--- src/design/b32e_pkg.sv ---
// Shared types, constants and helpers for the Base32 encoder.
package b32e_pkg;

	localparam int unsigned QUEUE_DEPTH = 2;

	localparam logic [6:0] CHAR_A   = 7'h41;
	localparam logic [6:0] CHAR_TWO = 7'h32;
	localparam logic [6:0] CHAR_PAD = 7'h3D;
	localparam logic [4:0] NUM_LETTERS = 5'd26;
	localparam logic [3:0] GROUP_BITS  = 4'd5;
	localparam logic [3:0] TWO_GROUPS  = 4'd10;
	localparam logic [3:0] BYTE_BITS   = 4'd8;

	// One byte's worth of work: up to three symbol indexes (data, data, flush),
	// how many of them are used, and the total character count incl. padding.
	typedef struct packed {
		logic [2:0][4:0] idx;
		logic [1:0]      nsym;
		logic [3:0]      ntot;
		logic            last;
	} job_t;

	function automatic logic [6:0] alpha(input logic [4:0] idx);
		logic [6:0] ch;
		if (idx < NUM_LETTERS) begin
			ch = CHAR_A + {2'b00, idx};
		end else begin
			ch = CHAR_TWO + {2'b00, idx - NUM_LETTERS};
		end
		return ch;
	endfunction

endpackage

--- src/design/b32e_front.sv ---
// Front end: accepts bytes, tracks pending bits and character phase, builds jobs.
module b32e_front (
	input  logic              clk,
	input  logic              arst_n,
	input  logic              in_valid,
	input  logic [7:0]        in_byte,
	input  logic              in_last,
	output logic              in_ready,
	input  logic              q_full,
	output logic              q_push,
	output b32e_pkg::job_t    q_job
);

	logic [2:0]  held_q;
	logic [3:0]  store_q;
	logic [2:0]  phase_q;

	logic [3:0]  held_new;
	logic [11:0] win;
	logic        two;
	logic [2:0]  hr;
	logic [3:0]  rem;
	logic [4:0]  idx0;
	logic [4:0]  idx1;
	logic [4:0]  idx2;
	logic [1:0]  k;
	logic        flush;
	logic [1:0]  nsym;
	logic [2:0]  psum;
	logic [2:0]  pad;
	logic        acc;

	assign in_ready = !q_full;
	assign acc      = in_valid && in_ready;
	assign q_push   = acc;

	always_comb begin
		held_new = {1'b0, held_q} + b32e_pkg::BYTE_BITS;
		win      = {store_q, in_byte};
		two      = held_new >= b32e_pkg::TWO_GROUPS;
		idx0     = 5'(win >> (held_new - b32e_pkg::GROUP_BITS));
		idx1     = two ? 5'(win >> (held_new - b32e_pkg::TWO_GROUPS)) : 5'd0;
		hr       = two ? 3'(held_new - b32e_pkg::TWO_GROUPS)
		               : 3'(held_new - b32e_pkg::GROUP_BITS);
		rem      = win[3:0] & 4'((5'd1 << hr) - 5'd1);
		idx2     = 5'({1'b0, rem} << (3'd5 - hr));
		k        = two ? 2'd2 : 2'd1;
		flush    = in_last && (hr != 3'd0);
		nsym     = k + {1'b0, flush};
		psum     = phase_q + {1'b0, nsym};
		pad      = in_last ? 3'(3'd0 - psum) : 3'd0;
		// data chars first, flush goes into the slot right after them
		q_job.idx[0] = idx0;
		q_job.idx[1] = two ? idx1 : idx2;
		q_job.idx[2] = idx2;
		q_job.nsym   = nsym;
		q_job.ntot   = {2'b00, nsym} + {1'b0, pad};
		q_job.last   = in_last;
	end

	always_ff @(posedge clk or negedge arst_n) begin
		if (!arst_n) begin
			held_q  <= '0;
			store_q <= '0;
			phase_q <= '0;
		end else if (acc) begin
			if (in_last) begin
				held_q  <= '0;
				store_q <= '0;
				phase_q <= '0;
			end else begin
				held_q  <= hr;
				store_q <= rem;
				phase_q <= phase_q + {1'b0, k};
			end
		end
	end

`ifndef ASSERT_OFF
	a_held_range: assert property (@(posedge clk) disable iff (!arst_n)
		held_q <= 3'd4)
		else $error("pending bit count out of range");
	a_clear_on_last: assert property (@(posedge clk) disable iff (!arst_n)
		acc && in_last |=> held_q == 3'd0 && phase_q == 3'd0 && store_q == 4'd0)
		else $error("state not cleared after last byte");
	a_last_block_aligned: assert property (@(posedge clk) disable iff (!arst_n)
		acc && in_last |-> 3'(phase_q + 3'(q_job.ntot)) == 3'd0)
		else $error("padded message not a multiple of eight characters");
`endif

endmodule

--- src/design/b32e_fifo.sv ---
// Short job queue between the front end and the character sequencer.
module b32e_fifo #(
	parameter int unsigned DEPTH = b32e_pkg::QUEUE_DEPTH
) (
	input  logic           clk,
	input  logic           arst_n,
	input  logic           push,
	input  b32e_pkg::job_t wr_job,
	output logic           full,
	input  logic           pop,
	output logic           not_empty,
	output b32e_pkg::job_t rd_job
);

	localparam int unsigned PTR_W = (DEPTH > 1) ? $clog2(DEPTH) : 1;
	localparam int unsigned CNT_W = $clog2(DEPTH + 1);
	localparam logic [PTR_W-1:0] LAST_PTR = PTR_W'(DEPTH - 1);

	b32e_pkg::job_t   slot_q [DEPTH];
	logic [PTR_W-1:0] wr_ptr_q;
	logic [PTR_W-1:0] rd_ptr_q;
	logic [CNT_W-1:0] count_q;

	assign full      = count_q == CNT_W'(DEPTH);
	assign not_empty = count_q != '0;
	assign rd_job    = slot_q[rd_ptr_q];

	always_ff @(posedge clk) begin
		if (push) begin
			slot_q[wr_ptr_q] <= wr_job;
		end
	end

	always_ff @(posedge clk or negedge arst_n) begin
		if (!arst_n) begin
			wr_ptr_q <= '0;
			rd_ptr_q <= '0;
			count_q  <= '0;
		end else begin
			if (push) begin
				wr_ptr_q <= (wr_ptr_q == LAST_PTR) ? '0 : wr_ptr_q + 1'b1;
			end
			if (pop) begin
				rd_ptr_q <= (rd_ptr_q == LAST_PTR) ? '0 : rd_ptr_q + 1'b1;
			end
			if (push && !pop) begin
				count_q <= count_q + 1'b1;
			end else if (pop && !push) begin
				count_q <= count_q - 1'b1;
			end
		end
	end

`ifndef ASSERT_OFF
	a_no_overflow: assert property (@(posedge clk) disable iff (!arst_n)
		push |-> !full)
		else $error("push into full queue");
	a_no_underflow: assert property (@(posedge clk) disable iff (!arst_n)
		pop |-> not_empty)
		else $error("pop from empty queue");
	a_count_range: assert property (@(posedge clk) disable iff (!arst_n)
		count_q <= CNT_W'(DEPTH))
		else $error("queue count out of range");
`endif

endmodule

--- src/design/b32e_back.sv ---
// Back end: walks each job one character per cycle, while the output is not stalled, into the output register.
module b32e_back (
	input  logic           clk,
	input  logic           arst_n,
	input  logic           job_valid,
	input  b32e_pkg::job_t job,
	output logic           job_pop,
	output logic           out_valid,
	input  logic           out_ready,
	output logic [6:0]     out_char,
	output logic           out_last
);

	logic [2:0] step_q;
	logic       valid_q;
	logic [6:0] char_q;
	logic       last_q;

	logic       fire;
	logic       end_step;
	logic [4:0] sym;
	logic [6:0] ch;

	assign fire     = job_valid && (!valid_q || out_ready);
	assign end_step = step_q == 3'(job.ntot - 4'd1);
	assign job_pop  = fire && end_step;

	always_comb begin
		case (step_q)
			3'd0:    sym = job.idx[0];
			3'd1:    sym = job.idx[1];
			3'd2:    sym = job.idx[2];
			default: sym = '0;
		endcase
		ch = (step_q < {1'b0, job.nsym}) ? b32e_pkg::alpha(sym) : b32e_pkg::CHAR_PAD;
	end

	always_ff @(posedge clk or negedge arst_n) begin
		if (!arst_n) begin
			step_q  <= '0;
			valid_q <= 1'b0;
		end else if (fire) begin
			step_q  <= end_step ? 3'd0 : step_q + 3'd1;
			valid_q <= 1'b1;
		end else if (out_ready) begin
			valid_q <= 1'b0;
		end
	end

	always_ff @(posedge clk) begin
		if (fire) begin
			char_q <= ch;
			last_q <= job.last && end_step;
		end
	end

	assign out_valid = valid_q;
	assign out_char  = char_q;
	assign out_last  = last_q;

endmodule

--- src/design/base32_encoder_padded.sv ---
// Top level of the padded Base32 byte-to-character encoder.
// Bytes arrive on the slave stream, tlast marking a message's final byte;
// Base32 characters (A-Z, 2-7, '=') leave on the master stream, tlast on the
// final character of the message. For each accepted byte the front end works
// out the one or two 5-bit groups it completes, the flush group and the '='
// padding count on a last byte, and queues that as one job. The back end
// sends one character per cycle, while the output is not stalled, from the
// queue head into an output register. A byte yields 1 or 2 characters as a
// plain byte, up to 8 as a last byte, about 1.6 per byte on a long message.
// The character sequencer's one-per-cycle output port sets that rate; the
// QUEUE_DEPTH-entry job queue lets both sides stall independently. A byte's
// job is registered in the queue, and each of its characters is registered in
// the output register before it is valid on the master stream.
module base32_encoder_padded #(
	parameter int unsigned QUEUE_DEPTH = b32e_pkg::QUEUE_DEPTH
) (
	input  logic       clk,
	input  logic       arst_n,
	input  logic       s_tvalid,
	output logic       s_tready,
	input  logic [7:0] s_tdata,   // [7:0] in_byte
	input  logic       s_tlast,   // in_last
	output logic       m_tvalid,
	input  logic       m_tready,
	output logic [7:0] m_tdata,   // [6:0] out_char, [7] zero
	output logic       m_tlast    // out_last
);

	b32e_pkg::job_t push_job;
	b32e_pkg::job_t head_job;
	logic           q_push;
	logic           q_full;
	logic           q_pop;
	logic           q_not_empty;
	logic [6:0]     out_char;

	// front end: per-byte bit bookkeeping
	b32e_front u_front (
		.clk      (clk),
		.arst_n   (arst_n),
		.in_valid (s_tvalid),
		.in_byte  (s_tdata),
		.in_last  (s_tlast),
		.in_ready (s_tready),
		.q_full   (q_full),
		.q_push   (q_push),
		.q_job    (push_job)
	);

	// decoupling queue
	b32e_fifo #(
		.DEPTH (QUEUE_DEPTH)
	) u_fifo (
		.clk       (clk),
		.arst_n    (arst_n),
		.push      (q_push),
		.wr_job    (push_job),
		.full      (q_full),
		.pop       (q_pop),
		.not_empty (q_not_empty),
		.rd_job    (head_job)
	);

	// back end: one character transaction per cycle unless stalled
	b32e_back u_back (
		.clk       (clk),
		.arst_n    (arst_n),
		.job_valid (q_not_empty),
		.job       (head_job),
		.job_pop   (q_pop),
		.out_valid (m_tvalid),
		.out_ready (m_tready),
		.out_char  (out_char),
		.out_last  (m_tlast)
	);

	assign m_tdata = {1'b0, out_char};

endmodule
--- config.mk ---
export PLATFORM = sky130hd
export DESIGN_NAME = base32_encoder_padded
export DESIGN_NICKNAME = d
export VERILOG_FILES = /design/src/design/b32e_pkg.sv /design/src/design/b32e_front.sv /design/src/design/b32e_fifo.sv /design/src/design/b32e_back.sv /design/src/design/base32_encoder_padded.sv
export SDC_FILE = /design/constraint.sdc
export NUM_CORES = 1
export LEC_CHECK = 0
export BUFFER_PORTS_ARGS = -buffer_cell sky130_fd_sc_hd__buf_2
export CAP_MARGIN = 20
export CORE_UTILIZATION = 45
export DETAILED_ROUTE_END_ITERATION = 8
export PLACE_DENSITY_LB_ADDON = 0.15
export RECOVER_POWER = 50
export SETUP_SLACK_MARGIN = 0.3
export SLEW_MARGIN = 10
export SYNTH_ARGS = -nofsm -noshare
export SYNTH_HDL_FRONTEND = slang
export SYNTH_SLANG_ARGS = --single-unit
export TNS_END_PERCENT = 50
--- constraint.sdc ---
create_clock -name clk -period 7.4 [get_ports clk]
set_input_delay 0.37 -clock clk [delete_from_list [all_inputs] [get_ports clk]]
set_output_delay 0.37 -clock clk [all_outputs]
set_load 0.05 [all_outputs]
==> run_summary.xml <==
<?xml version="1.0" encoding="UTF-8"?>
<metrics>
  <group name="worst_setup_path">
    <metric name="start_kind" unit="">register</metric>
    <metric name="master_of_the_slowest_instance_on_the_critical_path" unit="">ha_1</metric>
    <metric name="most_frequent_cp_cell" unit="">ha_1</metric>
    <metric name="max_stage_delay" unit="ns">0.94</metric>
    <metric name="worstPathCellList" unit="">buf_4 &gt; clkinv_1 &gt; ha_1 &gt; a21o_1 &gt; nand3_1 &gt; nand2_1 &gt; ha_1 &gt; inv_1 &gt; ha_1 &gt; inv_1 &gt; ha_1 &gt; and2_1 &gt; fa_1 &gt; xnor2_1</metric>
    <metric name="crit_family" unit="">adder cells</metric>
    <metric name="end_kind" unit="">register</metric>
    <metric name="cp.buffers_inverters" unit="">4</metric>
    <metric name="timing.critical_path.required" unit="ns">7.49</metric>
    <metric name="cp_max_fo" unit="">30</metric>
    <metric name="critical_path_arrival" unit="ns">4.41</metric>
    <metric name="timing.setup.critical_path_class" unit="">reg2reg</metric>
  </group>
  <group name="logic_synthesis">
    <metric name="synth_largest_type_area_fraction" unit="">0.3420</metric>
    <metric name="netlist_top_cells_area" unit="">edfxtp_1 34%, dfrtp_1 10%, ha_1 6.6%</metric>
    <metric name="post_synth_xor_area_fraction" unit="">0.04189</metric>
    <metric name="syn_area_per_cell" unit="um^2">10.95</metric>
    <metric name="synth_nets" unit="">438</metric>
    <metric name="ys_warn_count" unit="">0</metric>
    <metric name="synth_seq_area_share" unit="">0.4446</metric>
    <metric name="synth_flop_cell" unit="">edfxtp_1</metric>
    <metric name="synthCells" unit="">401</metric>
    <metric name="simple_gate_area_share_of_the_yosys_netlist" unit="">0.1408</metric>
    <metric name="netlist_area" unit="mm^2">0.004390</metric>
    <metric name="post_synth_mux_area_share" unit="">0.1123</metric>
    <metric name="synth_fa_ha_area_frac" unit="">0.07011</metric>
    <metric name="synth.ff_latch_count" unit="">68</metric>
    <metric name="synth_top_family_by_area" unit="">compound AO/OA/AOI/OAI gates</metric>
    <metric name="ys_async_sr_fraction" unit="">0.2647</metric>
    <metric name="yosys.cell_types.count" unit="">63</metric>
    <metric name="compound_gate_portion_of_the_synthesized_area" unit="">0.1414</metric>
    <metric name="synth_top_area_cell" unit="">edfxtp_1</metric>
    <metric name="synth_edf_count" unit="">50</metric>
  </group>
  <group name="global_route">
    <metric name="grt_pass1_wl" unit="um">15680</metric>
    <metric name="groute.usage.overall" unit="">0.2018</metric>
    <metric name="grt_pass1_vias" unit="">3044</metric>
    <metric name="antenna_found_initial" unit="">0</metric>
    <metric name="gr-total-overflow" unit="">0</metric>
    <metric name="pin_count_of_the_biggest_net_entering_global_routing" unit="">31</metric>
  </group>
  <group name="run_status">
    <metric name="status" unit="">completed</metric>
  </group>
  <group name="timing">
    <metric name="report.final.slew_viol_count" unit="">0</metric>
    <metric name="final-hold-violation-count" unit="">0</metric>
    <metric name="timing_worst_slew_pin_value" unit="ns">1.175</metric>
    <metric name="totalNegativeSetupSlack" unit="ns">0</metric>
    <metric name="setup_viol" unit="">0</metric>
    <metric name="fin_crit_sh" unit="">0.5842</metric>
    <metric name="layout_min_cycle_time" unit="ns">4.323</metric>
    <metric name="fin_skew" unit="ns">0.01222</metric>
    <metric name="slew_headroom" unit="">0.2168</metric>
    <metric name="grt_setup_unrepaired" unit="">false</metric>
    <metric name="max_clock_freq" unit="MHz">231.3</metric>
  </group>
  <group name="flow_run">
    <metric name="maxCapViolations" unit="">0</metric>
  </group>
  <group name="cts">
    <metric name="clock_insertion_delay_worst_skew" unit="ns">0.34</metric>
    <metric name="cts-buffers-inserted" unit="">9</metric>
    <metric name="cts.sinks" unit="">68</metric>
    <metric name="clk_path_buf_depth" unit="">2</metric>
    <metric name="clock-root-buffer" unit="">clkbuf_8</metric>
    <metric name="tritoncts" unit="">yes</metric>
    <metric name="path_clk_slew" unit="ns">0.08</metric>
    <metric name="number_of_levels_in_the_clock_h_tree" unit="">3</metric>
  </group>
  <group name="routing">
    <metric name="drtIter0Drc" unit="">116</metric>
    <metric name="drc" unit="">0</metric>
    <metric name="detail_route.wl_per_cell" unit="um">16.87</metric>
    <metric name="via_cell_ratio" unit="">5.608</metric>
    <metric name="wirelength" unit="um">9296</metric>
    <metric name="dr.pass1.iters" unit="">5</metric>
    <metric name="antenna_violating_nets_post_route" unit="">0</metric>
    <metric name="route.vias.total" unit="">3090</metric>
  </group>
  <group name="die">
    <metric name="die_h" unit="um">100.8</metric>
    <metric name="placement_rows" unit="">35</metric>
    <metric name="core_region_area" unit="mm^2">0.009328</metric>
    <metric name="floorplan.io_pins" unit="">24</metric>
    <metric name="chipWidth" unit="um">100.8</metric>
    <metric name="die-area" unit="mm^2">0.01016</metric>
    <metric name="initial_core_util" unit="">0.4707</metric>
  </group>
  <group name="finish">
    <metric name="layout_common_cells" unit="">50 x edfxtp_1, 47 x nand2_1, 25 x nor2_1, 24 x o21ai_0, 23 x ha_1</metric>
    <metric name="layout_commonest_cell" unit="">edfxtp_1</metric>
    <metric name="insertedDiodeCount" unit="">0</metric>
    <metric name="nNetsFinal" unit="">454</metric>
    <metric name="drive_gt1_frac" unit="">0.1327</metric>
    <metric name="layout-area-overhead-vs-synth" unit="%">8.122</metric>
  </group>
  <group name="worst_hold_path">
    <metric name="min-delay-path-class" unit="">in2reg</metric>
  </group>
  <group name="placement">
    <metric name="place_congestion" unit="">0.8782</metric>
    <metric name="place.port_buffers" unit="">22</metric>
    <metric name="place.detailed.hpwl" unit="um">6790</metric>
  </group>
</metrics>
[flip-flops by register name, summed over array words and instances, names as in the netlist]
name              count
u_fifo.count_q        2
u_front.phase_q       3
u_back.out_valid      1
u_back.out_char       7
u_front.store_q       4
u_back.out_last       1
u_fifo.wr_ptr_q       1
u_back.step_q         3
u_front.held_q        3
u_fifo.rd_ptr_q       1
u_fifo.slot_q        42
[worst reg2reg max path, stage by stage, from the launching register on]
cell and delay [ns]:
dfrtp_1 0.33, buf_4 0.32, clkinv_1 0.38, ha_1 0.94, a21o_1 0.28, nand3_1 0.15, nand2_1 0.10, ha_1 0.14
inv_1 0.09, ha_1 0.29, inv_1 0.04, ha_1 0.28, and2_1 0.17, fa_1 0.40, xnor2_1 0.15
[routing by layer]
layer	routed length, um	track usage	vias up
met4	165	0.07023	0
met5	0	0	-
met3	283	0.03190	12
met2	4482	0.3272	59
li1	-	-	1500
met1	4365	0.2760	1519
[synthesized netlist by cell type (5+ instances only)]
cell type	instances
ha_1	23
o21ai_0	24
xor2_1	7
nand2b_1	8
nand3b_1	5
a21oi_1	17
a22oi_1	10
nor2_1	25
mux4_2	11
nor2b_1	5
dfrtp_1	18
buf_2	10
nand3_1	12
inv_1	16
nand2_1	47
xnor2_1	14
o22ai_1	5
edfxtp_1	50
mux2i_1	22
[per-stage QoR]
step	hold WS (ns)	cell area (um^2)	utilization	std cells	setup WS, ns
floorplan	0.07441	4390	-	401	3.774
global placement	0.3348	4552	0.4880	534	3.242
detailed placement	0.3418	4552	0.4880	534	3.096
CTS	0.2768	4770	0.5113	551	3.093
global route	0.3123	4747	0.5089	551	2.673
finish	0.2906	4747	0.5089	551	3.077
[kinds of logic (layout without fill, tap and decap cells)]
logic type / count (synthesis) / count (layout)
AOI/OAI and AO/OA: 87 / 87
xor gates and xnor gates: 21 / 21
adders and majority gates: 24 / 24
buffers and inverters: 41 / 62
DFF: 68 / 68
muxes: 35 / 35
other: 1 / 1
and+or+nand+nor: 124 / 124
[worst paths after layout]
check | slack [ns] | start | cells past startpoint | end
min reg2reg | 0.51 | u_back.out_valid$_DFFE_PN0P_ | 2 | u_back.out_valid$_DFFE_PN0P_
max reg2reg | 3.08 | u_front.held_q[0]$_DFFE_PN0P_ | 14 | u_fifo.slot_q[0][3]$_DFFE_PP_
max in group asynchronous | 6.01 | arst_n | 2 | u_front.store_q[1]$_DFFE_PN0P_
min | 0.29 | m_tready | 3 | u_back.out_valid$_DFFE_PN0P_
min in group asynchronous | 0.74 | arst_n | 2 | u_fifo.rd_ptr_q$_DFFE_PN0P_
max | 3.08 | u_front.held_q[0]$_DFFE_PN0P_ | 14 | u_fifo.slot_q[0][3]$_DFFE_PP_
[cell type report]
type	count	area, um^2
Inverter	19	71.32
Sequential cell	68	1952
Tap cell	129	161.4
Clock inverter	6	70.07
Multi-Input combinational cell	292	2227
Clock buffer	10	137.6
Timing Repair Buffer	27	127.6
Fill cell	859	4581
[repair_timing]
action,CTS,global route
hold buffers,1,0
buffers inserted,0,0
resized for setup,0,0
hold endpoints to repair,18,0
endpoints found under the setup margin,0,0
Power is not shown: default switching activity piles up to over one toggle a cycle in this logic, so the estimate is an artifact.
